$ cat config.mk
export PLATFORM = sky130hd
export DESIGN_NAME = fuzzy_mains_quality_classifier_top
export DESIGN_NICKNAME = d
export VERILOG_FILES = /design/src/hdl/fmqc_pkg.sv /design/src/hdl/fmqc_front.sv /design/src/hdl/fmqc_queue.sv /design/src/hdl/fmqc_back.sv /design/src/hdl/fuzzy_mains_quality_classifier_top.sv
export SDC_FILE = /design/constraint.sdc
export NUM_CORES = 1
export LEC_CHECK = 0
export BUFFER_PORTS_ARGS = -buffer_cell sky130_fd_sc_hd__buf_2
export CORE_UTILIZATION = 60
export DETAILED_ROUTE_END_ITERATION = 10
export PLACE_DENSITY = 0.77
export SYNTH_ARGS = -nofsm -noshare
export SYNTH_HDL_FRONTEND = slang
export SYNTH_SLANG_ARGS = --single-unit
$ cat constraint.sdc
create_clock -name clock -period 26.5 [get_ports clock]
set_input_delay 1.325 -clock clock [delete_from_list [all_inputs] [get_ports clock]]
set_output_delay 1.325 -clock clock [all_outputs]
set_load 0.05 [all_outputs]
$ cat src/hdl/fmqc_pkg.sv
// ----------------------------------------------------------------------------
// fmqc_pkg
// Shared types, constants and tables for the mains quality classifier.
// ----------------------------------------------------------------------------
package fmqc_pkg;

   localparam int unsigned MaxDisturbDefault = 120;
   localparam int unsigned QDepth            = 2;

   // Request kinds
   typedef enum logic [1:0] {
      REQ_EVAL   = 2'd0,
      REQ_TICK   = 2'd1,
      REQ_BUTTON = 2'd2,
      REQ_UNUSED = 2'd3
   } req_kind_type;

   // Result categories
   typedef enum logic [2:0] {
      CAT_OVER    = 3'd0,
      CAT_SWELL   = 3'd1,
      CAT_NORMAL  = 3'd2,
      CAT_UNDER   = 3'd3,
      CAT_SAG     = 3'd4,
      CAT_STANDBY = 3'd5,
      CAT_DANGER  = 3'd6
   } category_type;

   // Back-end sequencer states
   typedef enum logic [2:0] {
      ST_IDLE,
      ST_MEMB,
      ST_RULE,
      ST_SETUP,
      ST_DIV,
      ST_DONE
   } back_state_type;

   // One evaluation job handed from front to back
   typedef struct packed {
      logic       ovr;
      logic [11:0] volt;
      logic [7:0]  curr;
      logic [6:0]  secs;
   } job_type;

   localparam logic [17:0] QualOne      = 18'd65536;
   localparam logic [17:0] QualHalf     = 18'd32768;
   localparam logic [17:0] QualOverride = 18'd131072;

   // Rule tables: voltage set, current set, time set, output in tenths
   localparam logic [1:0] RuleV [12] = '{2'd0, 2'd0, 2'd0, 2'd0, 2'd2, 2'd2,
                                         2'd2, 2'd2, 2'd1, 2'd1, 2'd1, 2'd1};
   localparam logic       RuleI [12] = '{1'b0, 1'b1, 1'b0, 1'b1, 1'b0, 1'b1,
                                         1'b0, 1'b1, 1'b0, 1'b0, 1'b1, 1'b1};
   localparam logic       RuleT [12] = '{1'b1, 1'b1, 1'b0, 1'b0, 1'b1, 1'b1,
                                         1'b0, 1'b0, 1'b1, 1'b0, 1'b0, 1'b1};
   localparam logic [3:0] RuleZ [12] = '{4'd4, 4'd4, 4'd2, 4'd2, 4'd10, 4'd10,
                                         4'd8, 4'd8, 4'd0, 4'd6, 4'd6, 4'd6};

   // Map a Q16 quality value to its category; thresholds compare 10*q
   function automatic category_type category_of(input logic [17:0] q);
      logic [20:0] t;
      category_type c;
      t = {q, 3'b000} + {2'b00, q, 1'b0};
      if (t >= 21'd589824 && t < 21'd1245184) begin
         c = CAT_OVER;
      end else if (t >= 21'd458752 && t < 21'd589824) begin
         c = CAT_SWELL;
      end else if (t >= 21'd327680 && t < 21'd458752) begin
         c = CAT_NORMAL;
      end else if (t >= 21'd196608 && t < 21'd327680) begin
         c = CAT_UNDER;
      end else if (t >= 21'd65536 && t < 21'd196608) begin
         c = CAT_SAG;
      end else if (t < 21'd65536) begin
         c = CAT_STANDBY;
      end else begin
         c = CAT_DANGER;
      end
      return c;
   endfunction

endpackage

$ cat src/hdl/fmqc_front.sv
// ----------------------------------------------------------------------------
// fmqc_front
// Accepts requests, runs the safety check and input clamps, and keeps the
// disturbance counter. Evaluations are pushed to the job queue.
// ----------------------------------------------------------------------------
module fmqc_front
   import fmqc_pkg::*;
#(
   parameter int unsigned MAX_DISTURB_SECONDS = MaxDisturbDefault
) (
   input  logic        clock,
   input  logic        reset,
   input  logic        req_valid,
   input  logic        queue_full,
   input  logic [1:0]  req_type,
   input  logic [15:0] req_voltage_dv,
   input  logic [16:0] req_current_ma,
   output logic        push,
   output job_type     push_job
);

   localparam logic [6:0] SecsCap =
      7'((MAX_DISTURB_SECONDS > 127) ? 127 : MAX_DISTURB_SECONDS);

   logic [6:0] disturb_seconds_ff, disturb_seconds_in;
   logic       disturb_running_ff, disturb_running_in;
   logic       accept;
   logic       ovr;
   logic [11:0] volt;
   logic [7:0]  curr;
   logic [6:0]  secs;
   logic        disturbed;

   assign accept = req_valid && !queue_full;

   // Safety check and clamps
   always_comb begin
      ovr  = (req_voltage_dv > 16'd2500) ||
             (req_voltage_dv < 16'd1000 && req_voltage_dv != 16'd0);
      volt = (req_voltage_dv < 16'd1000) ? 12'd1000 : req_voltage_dv[11:0];
      curr = (req_current_ma > 17'd200) ? 8'd200 : req_current_ma[7:0];
      secs = (disturb_seconds_ff > 7'd120) ? 7'd120 : disturb_seconds_ff;
      disturbed = (volt <= 12'd1980) || (volt >= 12'd2420) || (curr <= 8'd70);
   end

   // Counter update and job push
   always_comb begin
      disturb_seconds_in = disturb_seconds_ff;
      disturb_running_in = disturb_running_ff;
      push               = 1'b0;
      push_job.ovr       = ovr;
      push_job.volt      = volt;
      push_job.curr      = curr;
      push_job.secs      = ovr ? 7'd0 : secs;
      if (accept) begin
         unique case (req_kind_type'(req_type))
            REQ_EVAL: begin
               push = 1'b1;
               if (!ovr) begin
                  if (disturbed) begin
                     disturb_running_in = 1'b1;
                  end else begin
                     disturb_running_in = 1'b0;
                     disturb_seconds_in = 7'd0;
                  end
               end
            end
            REQ_TICK: begin
               if (disturb_running_ff && disturb_seconds_ff < SecsCap) begin
                  disturb_seconds_in = disturb_seconds_ff + 7'd1;
               end
            end
            REQ_BUTTON: begin
               disturb_running_in = 1'b0;
               disturb_seconds_in = 7'd0;
            end
            default: begin
            end
         endcase
      end
   end

   always_ff @(posedge clock) begin
      if (reset) begin
         disturb_seconds_ff <= 7'd0;
         disturb_running_ff <= 1'b0;
      end else begin
         disturb_seconds_ff <= disturb_seconds_in;
         disturb_running_ff <= disturb_running_in;
      end
   end

endmodule

$ cat src/hdl/fmqc_queue.sv
// ----------------------------------------------------------------------------
// fmqc_queue
// Short job queue between the front and the back end.
// ----------------------------------------------------------------------------
module fmqc_queue
   import fmqc_pkg::*;
(
   input  logic    clock,
   input  logic    reset,
   input  logic    push,
   input  job_type push_job,
   input  logic    pop,
   output logic    full,
   output logic    not_empty,
   output job_type head_job
);

   localparam int unsigned PtrW = (QDepth > 1) ? $clog2(QDepth) : 1;
   localparam int unsigned CntW = $clog2(QDepth + 1);

   job_type            entry_ff [QDepth];
   logic [PtrW-1:0]    wr_ptr_ff, wr_ptr_in;
   logic [PtrW-1:0]    rd_ptr_ff, rd_ptr_in;
   logic [CntW-1:0]    count_ff, count_in;

   assign full      = (count_ff == CntW'(QDepth));
   assign not_empty = (count_ff != '0);
   assign head_job  = entry_ff[rd_ptr_ff];

   // Advance pointers and count
   always_comb begin
      wr_ptr_in = wr_ptr_ff;
      rd_ptr_in = rd_ptr_ff;
      count_in  = count_ff;
      if (push) begin
         wr_ptr_in = (wr_ptr_ff == PtrW'(QDepth - 1)) ? '0 : wr_ptr_ff + 1'b1;
      end
      if (pop) begin
         rd_ptr_in = (rd_ptr_ff == PtrW'(QDepth - 1)) ? '0 : rd_ptr_ff + 1'b1;
      end
      if (push && !pop) begin
         count_in = count_ff + 1'b1;
      end else if (pop && !push) begin
         count_in = count_ff - 1'b1;
      end
   end

   always_ff @(posedge clock) begin
      if (reset) begin
         wr_ptr_ff <= '0;
         rd_ptr_ff <= '0;
         count_ff  <= '0;
      end else begin
         wr_ptr_ff <= wr_ptr_in;
         rd_ptr_ff <= rd_ptr_in;
         count_ff  <= count_in;
      end
   end

   // Store pushed job
   always_ff @(posedge clock) begin
      if (push) begin
         entry_ff[wr_ptr_ff] <= push_job;
      end
   end

`ifndef SYNTHESIS
   a_count_bound: assert property (@(posedge clock) disable iff (reset)
      count_ff <= CntW'(QDepth))
      else $error("queue count above depth");
   a_no_overflow: assert property (@(posedge clock) disable iff (reset)
      push |-> (!full || pop))
      else $error("push into full queue");
   a_no_underflow: assert property (@(posedge clock) disable iff (reset)
      pop |-> not_empty)
      else $error("pop from empty queue");
`endif

endmodule

$ cat src/hdl/fmqc_back.sv
// ----------------------------------------------------------------------------
// fmqc_back
// Runs one job: memberships one per cycle, rules one per cycle, a serial
// restoring divide for the weighted average, then the category map.
// ----------------------------------------------------------------------------
module fmqc_back
   import fmqc_pkg::*;
(
   input  logic        clock,
   input  logic        reset,
   input  logic        job_ready,
   input  job_type     job,
   output logic        pop,
   input  logic        rsp_stall,
   output logic        rsp_valid,
   output logic [17:0] rsp_quality_level,
   output logic [2:0]  rsp_category,
   output logic        rsp_relay_closed,
   output logic        rsp_red_led,
   output logic        rsp_blue_led,
   output logic        rsp_override_hit,
   output logic [6:0]  rsp_seconds_used
);

   // Reciprocals ceil(2^32 / den) for the membership slopes
   localparam logic [63:0] Recip10w  = ((64'd1 << 32) + 64'd9) / 64'd10;
   localparam logic [63:0] Recip20w  = ((64'd1 << 32) + 64'd19) / 64'd20;
   localparam logic [63:0] Recip30w  = ((64'd1 << 32) + 64'd29) / 64'd30;
   localparam logic [63:0] Recip220w = ((64'd1 << 32) + 64'd219) / 64'd220;
   localparam logic [28:0] Recip10   = Recip10w[28:0];
   localparam logic [28:0] Recip20   = Recip20w[28:0];
   localparam logic [28:0] Recip30   = Recip30w[28:0];
   localparam logic [28:0] Recip220  = Recip220w[28:0];

   back_state_type state_ff, state_in;
   job_type        job_ff, job_in;
   logic [3:0]     step_ff, step_in;
   logic [4:0]     iter_ff, iter_in;
   logic [16:0]    mv_ff [3];
   logic [16:0]    mi_ff [2];
   logic [16:0]    mt_ff [2];
   logic [19:0]    sw_ff, sw_in;
   logic [22:0]    swz_ff, swz_in;
   logic [23:0]    rem_ff, rem_in;
   logic [22:0]    den_ff, den_in;
   logic [16:0]    quot_ff, quot_in;

   logic           rsp_valid_ff, rsp_valid_in;
   logic [17:0]    qual_ff;
   category_type   cat_ff;
   logic           relay_ff, blue_ff, ovr_ff;
   logic [6:0]     secs_ff;

   logic           memb_full, memb_zero;
   logic [7:0]     memb_n;
   logic [28:0]    memb_recip;
   logic [36:0]    memb_prod;
   logic [16:0]    memb_val;
   logic           memb_we;
   logic [16:0]    w;
   logic [20:0]    wz;
   logic           ge;
   logic [23:0]    diff;
   logic           out_load;
   logic [17:0]    out_qual;
   category_type   out_cat;

   // Membership term for the current step: one slope through a reciprocal
   always_comb begin
      memb_full  = 1'b0;
      memb_zero  = 1'b0;
      memb_n     = 8'd0;
      memb_recip = Recip20;
      unique case (step_ff[2:0])
         3'd0: begin
            memb_full = job_ff.volt <= 12'd1980;
            memb_zero = job_ff.volt > 12'd2000;
            memb_n    = 8'(12'd2000 - job_ff.volt);
         end
         3'd1: begin
            memb_zero  = (job_ff.volt <= 12'd1980) || (job_ff.volt >= 12'd2420);
            memb_n     = (job_ff.volt <= 12'd2200) ? 8'(job_ff.volt - 12'd1980)
                                                   : 8'(12'd2420 - job_ff.volt);
            memb_recip = Recip220;
         end
         3'd2: begin
            memb_full = job_ff.volt >= 12'd2420;
            memb_zero = job_ff.volt < 12'd2400;
            memb_n    = 8'(job_ff.volt - 12'd2400);
         end
         3'd3: begin
            memb_full  = job_ff.curr <= 8'd70;
            memb_zero  = job_ff.curr > 8'd100;
            memb_n     = 8'd100 - job_ff.curr;
            memb_recip = Recip30;
         end
         3'd4: begin
            memb_full  = job_ff.curr >= 8'd100;
            memb_zero  = job_ff.curr < 8'd70;
            memb_n     = job_ff.curr - 8'd70;
            memb_recip = Recip30;
         end
         3'd5: begin
            memb_full = job_ff.secs <= 7'd40;
            memb_zero = job_ff.secs > 7'd60;
            memb_n    = 8'(7'd60 - job_ff.secs);
         end
         3'd6: begin
            memb_full  = job_ff.secs >= 7'd60;
            memb_zero  = job_ff.secs < 7'd50;
            memb_n     = 8'(job_ff.secs - 7'd50);
            memb_recip = Recip10;
         end
         default: begin
         end
      endcase
      memb_prod = 37'(memb_n) * 37'(memb_recip);
      if (memb_full) begin
         memb_val = 17'h10000;
      end else if (memb_zero) begin
         memb_val = 17'd0;
      end else begin
         memb_val = memb_prod[32:16];
      end
   end

   // Rule weight for the current step: min of three memberships
   always_comb begin
      logic [16:0] a, b, c, m;
      a  = mv_ff[RuleV[step_ff]];
      b  = mi_ff[RuleI[step_ff]];
      c  = mt_ff[RuleT[step_ff]];
      m  = (a < b) ? a : b;
      w  = (m < c) ? m : c;
      wz = 21'(w) * 21'(RuleZ[step_ff]);
   end

   // One restoring divide step
   always_comb begin
      ge   = rem_ff >= {1'b0, den_ff};
      diff = ge ? rem_ff - {1'b0, den_ff} : rem_ff;
   end

   // Sequencer
   always_comb begin
      state_in     = state_ff;
      job_in       = job_ff;
      step_in      = step_ff;
      iter_in      = iter_ff;
      sw_in        = sw_ff;
      swz_in       = swz_ff;
      rem_in       = rem_ff;
      den_in       = den_ff;
      quot_in      = quot_ff;
      pop          = 1'b0;
      memb_we      = 1'b0;
      out_load     = 1'b0;
      out_qual     = QualHalf;
      rsp_valid_in = rsp_valid_ff && rsp_stall;
      unique case (state_ff)
         ST_IDLE: begin
            if (job_ready && !rsp_valid_ff) begin
               pop    = 1'b1;
               job_in = job;
               if (job.ovr) begin
                  out_load = 1'b1;
                  out_qual = QualOverride;
               end else begin
                  state_in = ST_MEMB;
                  step_in  = 4'd0;
               end
            end
         end
         ST_MEMB: begin
            memb_we = 1'b1;
            if (step_ff == 4'd6) begin
               state_in = ST_RULE;
               step_in  = 4'd0;
               sw_in    = 20'd0;
               swz_in   = 23'd0;
            end else begin
               step_in = step_ff + 4'd1;
            end
         end
         ST_RULE: begin
            sw_in  = sw_ff + 20'(w);
            swz_in = swz_ff + 23'(wz);
            if (step_ff == 4'd11) begin
               state_in = ST_SETUP;
            end else begin
               step_in = step_ff + 4'd1;
            end
         end
         ST_SETUP: begin
            rem_in  = {1'b0, swz_ff};
            den_in  = 23'({sw_ff, 3'b000} + {3'b000, sw_ff, 1'b0});
            quot_in = 17'd0;
            iter_in = 5'd0;
            state_in = (sw_ff == 20'd0) ? ST_DONE : ST_DIV;
         end
         ST_DIV: begin
            rem_in  = {diff[22:0], 1'b0};
            quot_in = {quot_ff[15:0], ge};
            iter_in = iter_ff + 5'd1;
            if (iter_ff == 5'd16) begin
               state_in = ST_DONE;
            end
         end
         ST_DONE: begin
            out_load = 1'b1;
            if (sw_ff == 20'd0) begin
               out_qual = QualHalf;
            end else if (18'(quot_ff) > QualOne) begin
               out_qual = QualOne;
            end else begin
               out_qual = 18'(quot_ff);
            end
            state_in = ST_IDLE;
         end
         default: begin
            state_in = ST_IDLE;
         end
      endcase
      if (out_load) begin
         rsp_valid_in = 1'b1;
      end
   end

   assign out_cat = category_of(out_qual);

   always_ff @(posedge clock) begin
      if (reset) begin
         state_ff     <= ST_IDLE;
         rsp_valid_ff <= 1'b0;
      end else begin
         state_ff     <= state_in;
         rsp_valid_ff <= rsp_valid_in;
      end
   end

   // Datapath registers
   always_ff @(posedge clock) begin
      job_ff  <= job_in;
      step_ff <= step_in;
      iter_ff <= iter_in;
      sw_ff   <= sw_in;
      swz_ff  <= swz_in;
      rem_ff  <= rem_in;
      den_ff  <= den_in;
      quot_ff <= quot_in;
      if (memb_we) begin
         unique case (step_ff[2:0])
            3'd0:    mv_ff[0] <= memb_val;
            3'd1:    mv_ff[1] <= memb_val;
            3'd2:    mv_ff[2] <= memb_val;
            3'd3:    mi_ff[0] <= memb_val;
            3'd4:    mi_ff[1] <= memb_val;
            3'd5:    mt_ff[0] <= memb_val;
            default: mt_ff[1] <= memb_val;
         endcase
      end
   end

   // Output register: load result fields
   always_ff @(posedge clock) begin
      if (out_load) begin
         qual_ff  <= out_qual;
         cat_ff   <= out_cat;
         relay_ff <= !(out_cat == CAT_OVER || out_cat == CAT_UNDER ||
                       out_cat == CAT_STANDBY || out_cat == CAT_DANGER);
         blue_ff  <= (out_cat == CAT_SWELL || out_cat == CAT_SAG);
         ovr_ff   <= job_in.ovr;
         secs_ff  <= job_in.ovr ? 7'd0 : job_in.secs;
      end
   end

   assign rsp_valid         = rsp_valid_ff;
   assign rsp_quality_level = qual_ff;
   assign rsp_category      = cat_ff;
   assign rsp_relay_closed  = relay_ff;
   assign rsp_red_led       = !relay_ff;
   assign rsp_blue_led      = blue_ff;
   assign rsp_override_hit  = ovr_ff;
   assign rsp_seconds_used  = secs_ff;

`ifndef SYNTHESIS
   a_ovr_danger: assert property (@(posedge clock) disable iff (reset)
      (rsp_valid_ff && ovr_ff) |-> (cat_ff == CAT_DANGER && secs_ff == 7'd0))
      else $error("override result not dangerous");
   a_div_nonzero: assert property (@(posedge clock) disable iff (reset)
      (state_ff == ST_DIV) |-> (den_ff != 23'd0))
      else $error("divide with zero weight sum");
   a_qual_range: assert property (@(posedge clock) disable iff (reset)
      (rsp_valid_ff && !ovr_ff) |-> (qual_ff <= QualOne))
      else $error("quality level above one");
`endif

endmodule

$ cat src/hdl/fuzzy_mains_quality_classifier_top.sv
// ----------------------------------------------------------------------------
// fuzzy_mains_quality_classifier_top
// Mains quality classifier with zero-order Sugeno fuzzy inference.
// ----------------------------------------------------------------------------
// Usage:
//   Request channel (req_valid / req_stall): req_type selects evaluate,
//   one-second tick or button clear. Ticks and button clears update the
//   disturbance counter at once and give no result. An evaluate request gives
//   exactly one result transfer on the rsp_ channel.
//   Sequence: an override evaluation passes the job queue and its result is
//   loaded as soon as the back end pops it; a normal one runs the back-end
//   sequencer through job pop, the membership terms, the rule weights,
//   setup, the serial restoring divide and result load. One evaluation is in
//   the back end at a time and a new job is taken only once the previous
//   result has left; a two-entry job queue lets the front take further
//   requests meanwhile.
//   req_stall rises when the job queue is full. When rsp_stall is high the
//   result holds in the output register and the back end takes no new job.
//   Synchronous reset clears the counter, the queue and the output valid.
// ----------------------------------------------------------------------------
module fuzzy_mains_quality_classifier_top
   import fmqc_pkg::*;
#(
   parameter int unsigned MAX_DISTURB_SECONDS = MaxDisturbDefault
) (
   input  logic        clock,
   input  logic        reset,
   input  logic        req_valid,
   output logic        req_stall,
   input  logic [1:0]  req_type,
   input  logic [15:0] req_voltage_dv,
   input  logic [16:0] req_current_ma,
   output logic        rsp_valid,
   input  logic        rsp_stall,
   output logic [17:0] rsp_quality_level,
   output logic [2:0]  rsp_category,
   output logic        rsp_relay_closed,
   output logic        rsp_red_led,
   output logic        rsp_blue_led,
   output logic        rsp_override_hit,
   output logic [6:0]  rsp_seconds_used
);

   logic    q_full, q_not_empty, q_push, q_pop;
   job_type push_job, head_job;

   assign req_stall = q_full;

   fmqc_front #(
      .MAX_DISTURB_SECONDS(MAX_DISTURB_SECONDS)
   ) u_front (
      .clock         (clock),
      .reset         (reset),
      .req_valid     (req_valid),
      .queue_full    (q_full),
      .req_type      (req_type),
      .req_voltage_dv(req_voltage_dv),
      .req_current_ma(req_current_ma),
      .push          (q_push),
      .push_job      (push_job)
   );

   fmqc_queue u_queue (
      .clock    (clock),
      .reset    (reset),
      .push     (q_push),
      .push_job (push_job),
      .pop      (q_pop),
      .full     (q_full),
      .not_empty(q_not_empty),
      .head_job (head_job)
   );

   fmqc_back u_back (
      .clock            (clock),
      .reset            (reset),
      .job_ready        (q_not_empty),
      .job              (head_job),
      .pop              (q_pop),
      .rsp_stall        (rsp_stall),
      .rsp_valid        (rsp_valid),
      .rsp_quality_level(rsp_quality_level),
      .rsp_category     (rsp_category),
      .rsp_relay_closed (rsp_relay_closed),
      .rsp_red_led      (rsp_red_led),
      .rsp_blue_led     (rsp_blue_led),
      .rsp_override_hit (rsp_override_hit),
      .rsp_seconds_used (rsp_seconds_used)
   );

endmodule

==> impl_metrics.py <==
metrics = {
    "clock_tree": {
        "cts_sinks": 364,
        "cts_buffer_depth": 3,
        "worstSkewPairLatency_ns": 0.56,
        "path_clk_slew_ns": 0.06,
        "postCtsSetupBuffers": 0,
        "cts_buffers": 40,
        "cts_max_level": 2,
        "clock-root-buffer": "clkbuf_16",
        "cts_tree": "built",
        "cts_resized": 0,
        "postCtsHoldBufs": 0,
    },
    "global_routing": {
        "grt_pass1_wl_mm": 103.6,
        "grt-ovfl-total": 0,
        "grt_pass1_vias": 19990,
        "grt_usage_pct": 27.67,
        "antenna_found_initial": 0,
        "grt_start_max_net_pins": 69,
    },
    "routing": {
        "drt_pass1_iterations": 7,
        "route.detailed.wl_per_inst_um": 18.97,
        "vias": 19820,
        "drc_errors": 0,
        "postRouteAntennaNets": 0,
        "finalWirelength_mm": 63.58,
        "drt_iter0_drc": 1519,
        "viasPerCell": 5.913,
    },
    "status": {
        "outcome": "finished clean",
    },
    "sta": {
        "fin_crit_ns": 10.83,
        "final.period_utilization_pct": 40.86,
        "skew_ns": 0.02361,
        "hold_violations": 0,
        "max_freq_mhz": 92.36,
        "slew_viol_final": 0,
        "worst_slack_ns": 15.67,
        "slew_headroom_pct": 18.67,
        "finalSetupViolations": 0,
        "rsz0062_at_grt": "no",
        "tightest_slew_ns": 1.211,
        "totalNegativeSetupSlack_ns": 0,
    },
    "placed_design": {
        "pre_cts_ws_ns": 15.81,
        "dp_cells": 3278,
        "gp_congestion": 0.9629,
        "portBuffers": 72,
        "dpl.hpwl_mm": 49.01,
    },
    "floorplanning": {
        "die_height_um": 217.1,
        "die_w_um": 217.1,
        "io_pins": 73,
        "fp.dieArea_um2": 47120,
        "rows": 78,
        "core_area_um2": 45480,
        "initial_utilization_pct": 61.02,
    },
    "synth": {
        "ys.flop_type": "edfxtp_1",
        "synth-edff-count": 339,
        "synth_compound_area_share_pct": 11.59,
        "synth_top_area_share_pct": 36.68,
        "synth-xor-area-share_pct": 3.188,
        "synth-simple-area-share_pct": 13.09,
        "syn_avg_cell_area_um2": 10.46,
        "synth.distinct_cells": 81,
        "yosys_register_bits": 364,
        "async_reset_ff_share_pct": 0,
        "yosys_warnings": 0,
        "synth_mux_area_share_pct": 6.303,
        "syn-num-nets": 3088,
        "synth_top_area_cell": "edfxtp_1",
        "synth_top_family_by_area": "adder cells",
        "synth_area_um2": 27750,
        "synth_cells": 2654,
        "yosysSeqAreaShare_pct": 38.49,
        "synthAdderAreaFrac_pct": 21.98,
        "ys_top_cells_by_area": "edfxtp_1 (37%), fa_1 (11%), ha_1 (11%)",
    },
    "finish": {
        "fin_nets": 3154,
        "final_common_cell": "edfxtp_1",
        "final-instance-count-excl-fill": 3352,
        "final_layout_size_suffix_gt1_share_pct": 9.775,
        "area_growth_syn_to_layout_pct": 8.589,
        "fillers": 3527,
        "antenna_cells": 0,
        "final_cell_mix": "edfxtp_1 (339), inv_1 (305), ha_1 (241)",
    },
    "setup_path": {
        "slowest_stage": "nand3_4",
        "worst_setup_path_start_kind": "register",
        "path_max_fanout": 68,
        "worst_setup_path_end_kind": "register",
        "worst_path_largest_cell_delay_ns": 0.85,
        "critical_path_class": "reg -> reg",
        "worstPathArrival_ns": 11.13,
        "cp_common_cell": "a21o_1",
        "required_ns": 26.81,
    },
    "flow_run": {
        "maxCapViolCount": 0,
    },
    "min_path": {
        "hold_class": "reg -> reg",
    },
}
sequential cells by signal (all words and copies together) (netlist names), 2 cells and up, named ones only:
register and flops:
u_queue.entry_ff 56, u_back.mv_ff 51, u_back.mi_ff 34, u_back.mt_ff 34, u_back.job_ff 28, u_back.rem_ff 23, u_back.den_ff 22, u_back.swz_ff 22
u_back.sw_ff 20, u_back.rsp_quality_level 18, u_back.quot_ff 17, u_back.rsp_seconds_used 7, u_front.disturb_seconds_ff 7, u_back.iter_ff 5, u_back.step_ff 4, u_back.rsp_category 3
u_back.state_ff 3, u_queue.count_ff 2
cell families after synthesis:
kind of cell               after synthesis
buffers and inverters                  387
AOI/OAI and AO/OA                      490
DFF                                    364
xor gates and xnor gates               101
muxes                                  166
adders and majority gates              395
and+or+nand+nor                        751
path summary, 6_finish.rpt:
check / startpoint / end / slack, ns / cells past startpoint
setup / recovery: u_back.step_ff[3] / u_back.swz_ff[21] / 15.67 / 35
hold / removal: u_front.disturb_running_ff / u_front.disturb_running_ff / 0.47 / 2
setup reg to reg: u_back.step_ff[3] / u_back.swz_ff[21] / 15.67 / 35
hold reg to reg: u_front.disturb_running_ff / u_front.disturb_running_ff / 0.47 / 2
layer usage:
| layer | vias up | wire, um | track usage, % |
|---|---|---|---|
| li1 | 9505 | - | - |
| met4 | 0 | 2772 | 12.14 |
| met2 | 607 | 30800 | 46.43 |
| met1 | 9564 | 27150 | 36.02 |
| met3 | 144 | 2855 | 3.522 |
| met5 | - | 0 | 0 |
worst max-delay path: cells and delay by family (launching register included):
family	cells	cell delay, ns
flops	1	0.34
compound gates	21	4.77
mux	4	1.78
buf+inv	1	0.40
simple gates	3	1.00
fa+ha+maj	6	2.25
metrics by stage:
| stage | utilization (%) | hold slack, ns | instance area, um2 |
|---|---|---|---|
| 2_1_floorplan | - | 0.4441 | 27750 |
| 3_3_place_gp | 63.39 | 0.4538 | 28830 |
| 3_5_place_dp | 63.39 | 0.4600 | 28830 |
| 4_1_cts | 66.26 | 0.4666 | 30130 |
| 5_1_grt | 66.26 | 0.5156 | 30130 |
| 6_report | 66.26 | 0.4673 | 30130 |
layout make-up:
cell class	count	area, um2	area share [%]
clock inverters	29	285.3	0.9467
repair buffers	106	615.6	2.043
inverters	305	1145	3.799
well taps	600	750.7	2.491
flip-flops and latches	364	10680	35.44
multi-input cells	1903	15640	51.89
clock buffers	45	1020	3.384
cells in the mapped netlist, drive strengths merged (60+ instances only):
master and count:
nand2 232, xnor2 63, o21ai 118, fa 154, clkbuf 63, nor2 180, edfxtp 339, mux2i 106
ha 241, mux2 60, a21oi 122, inv 305
Power is not shown: default switching activity piles up to over one toggle a cycle in this logic, so the estimate is an artifact.
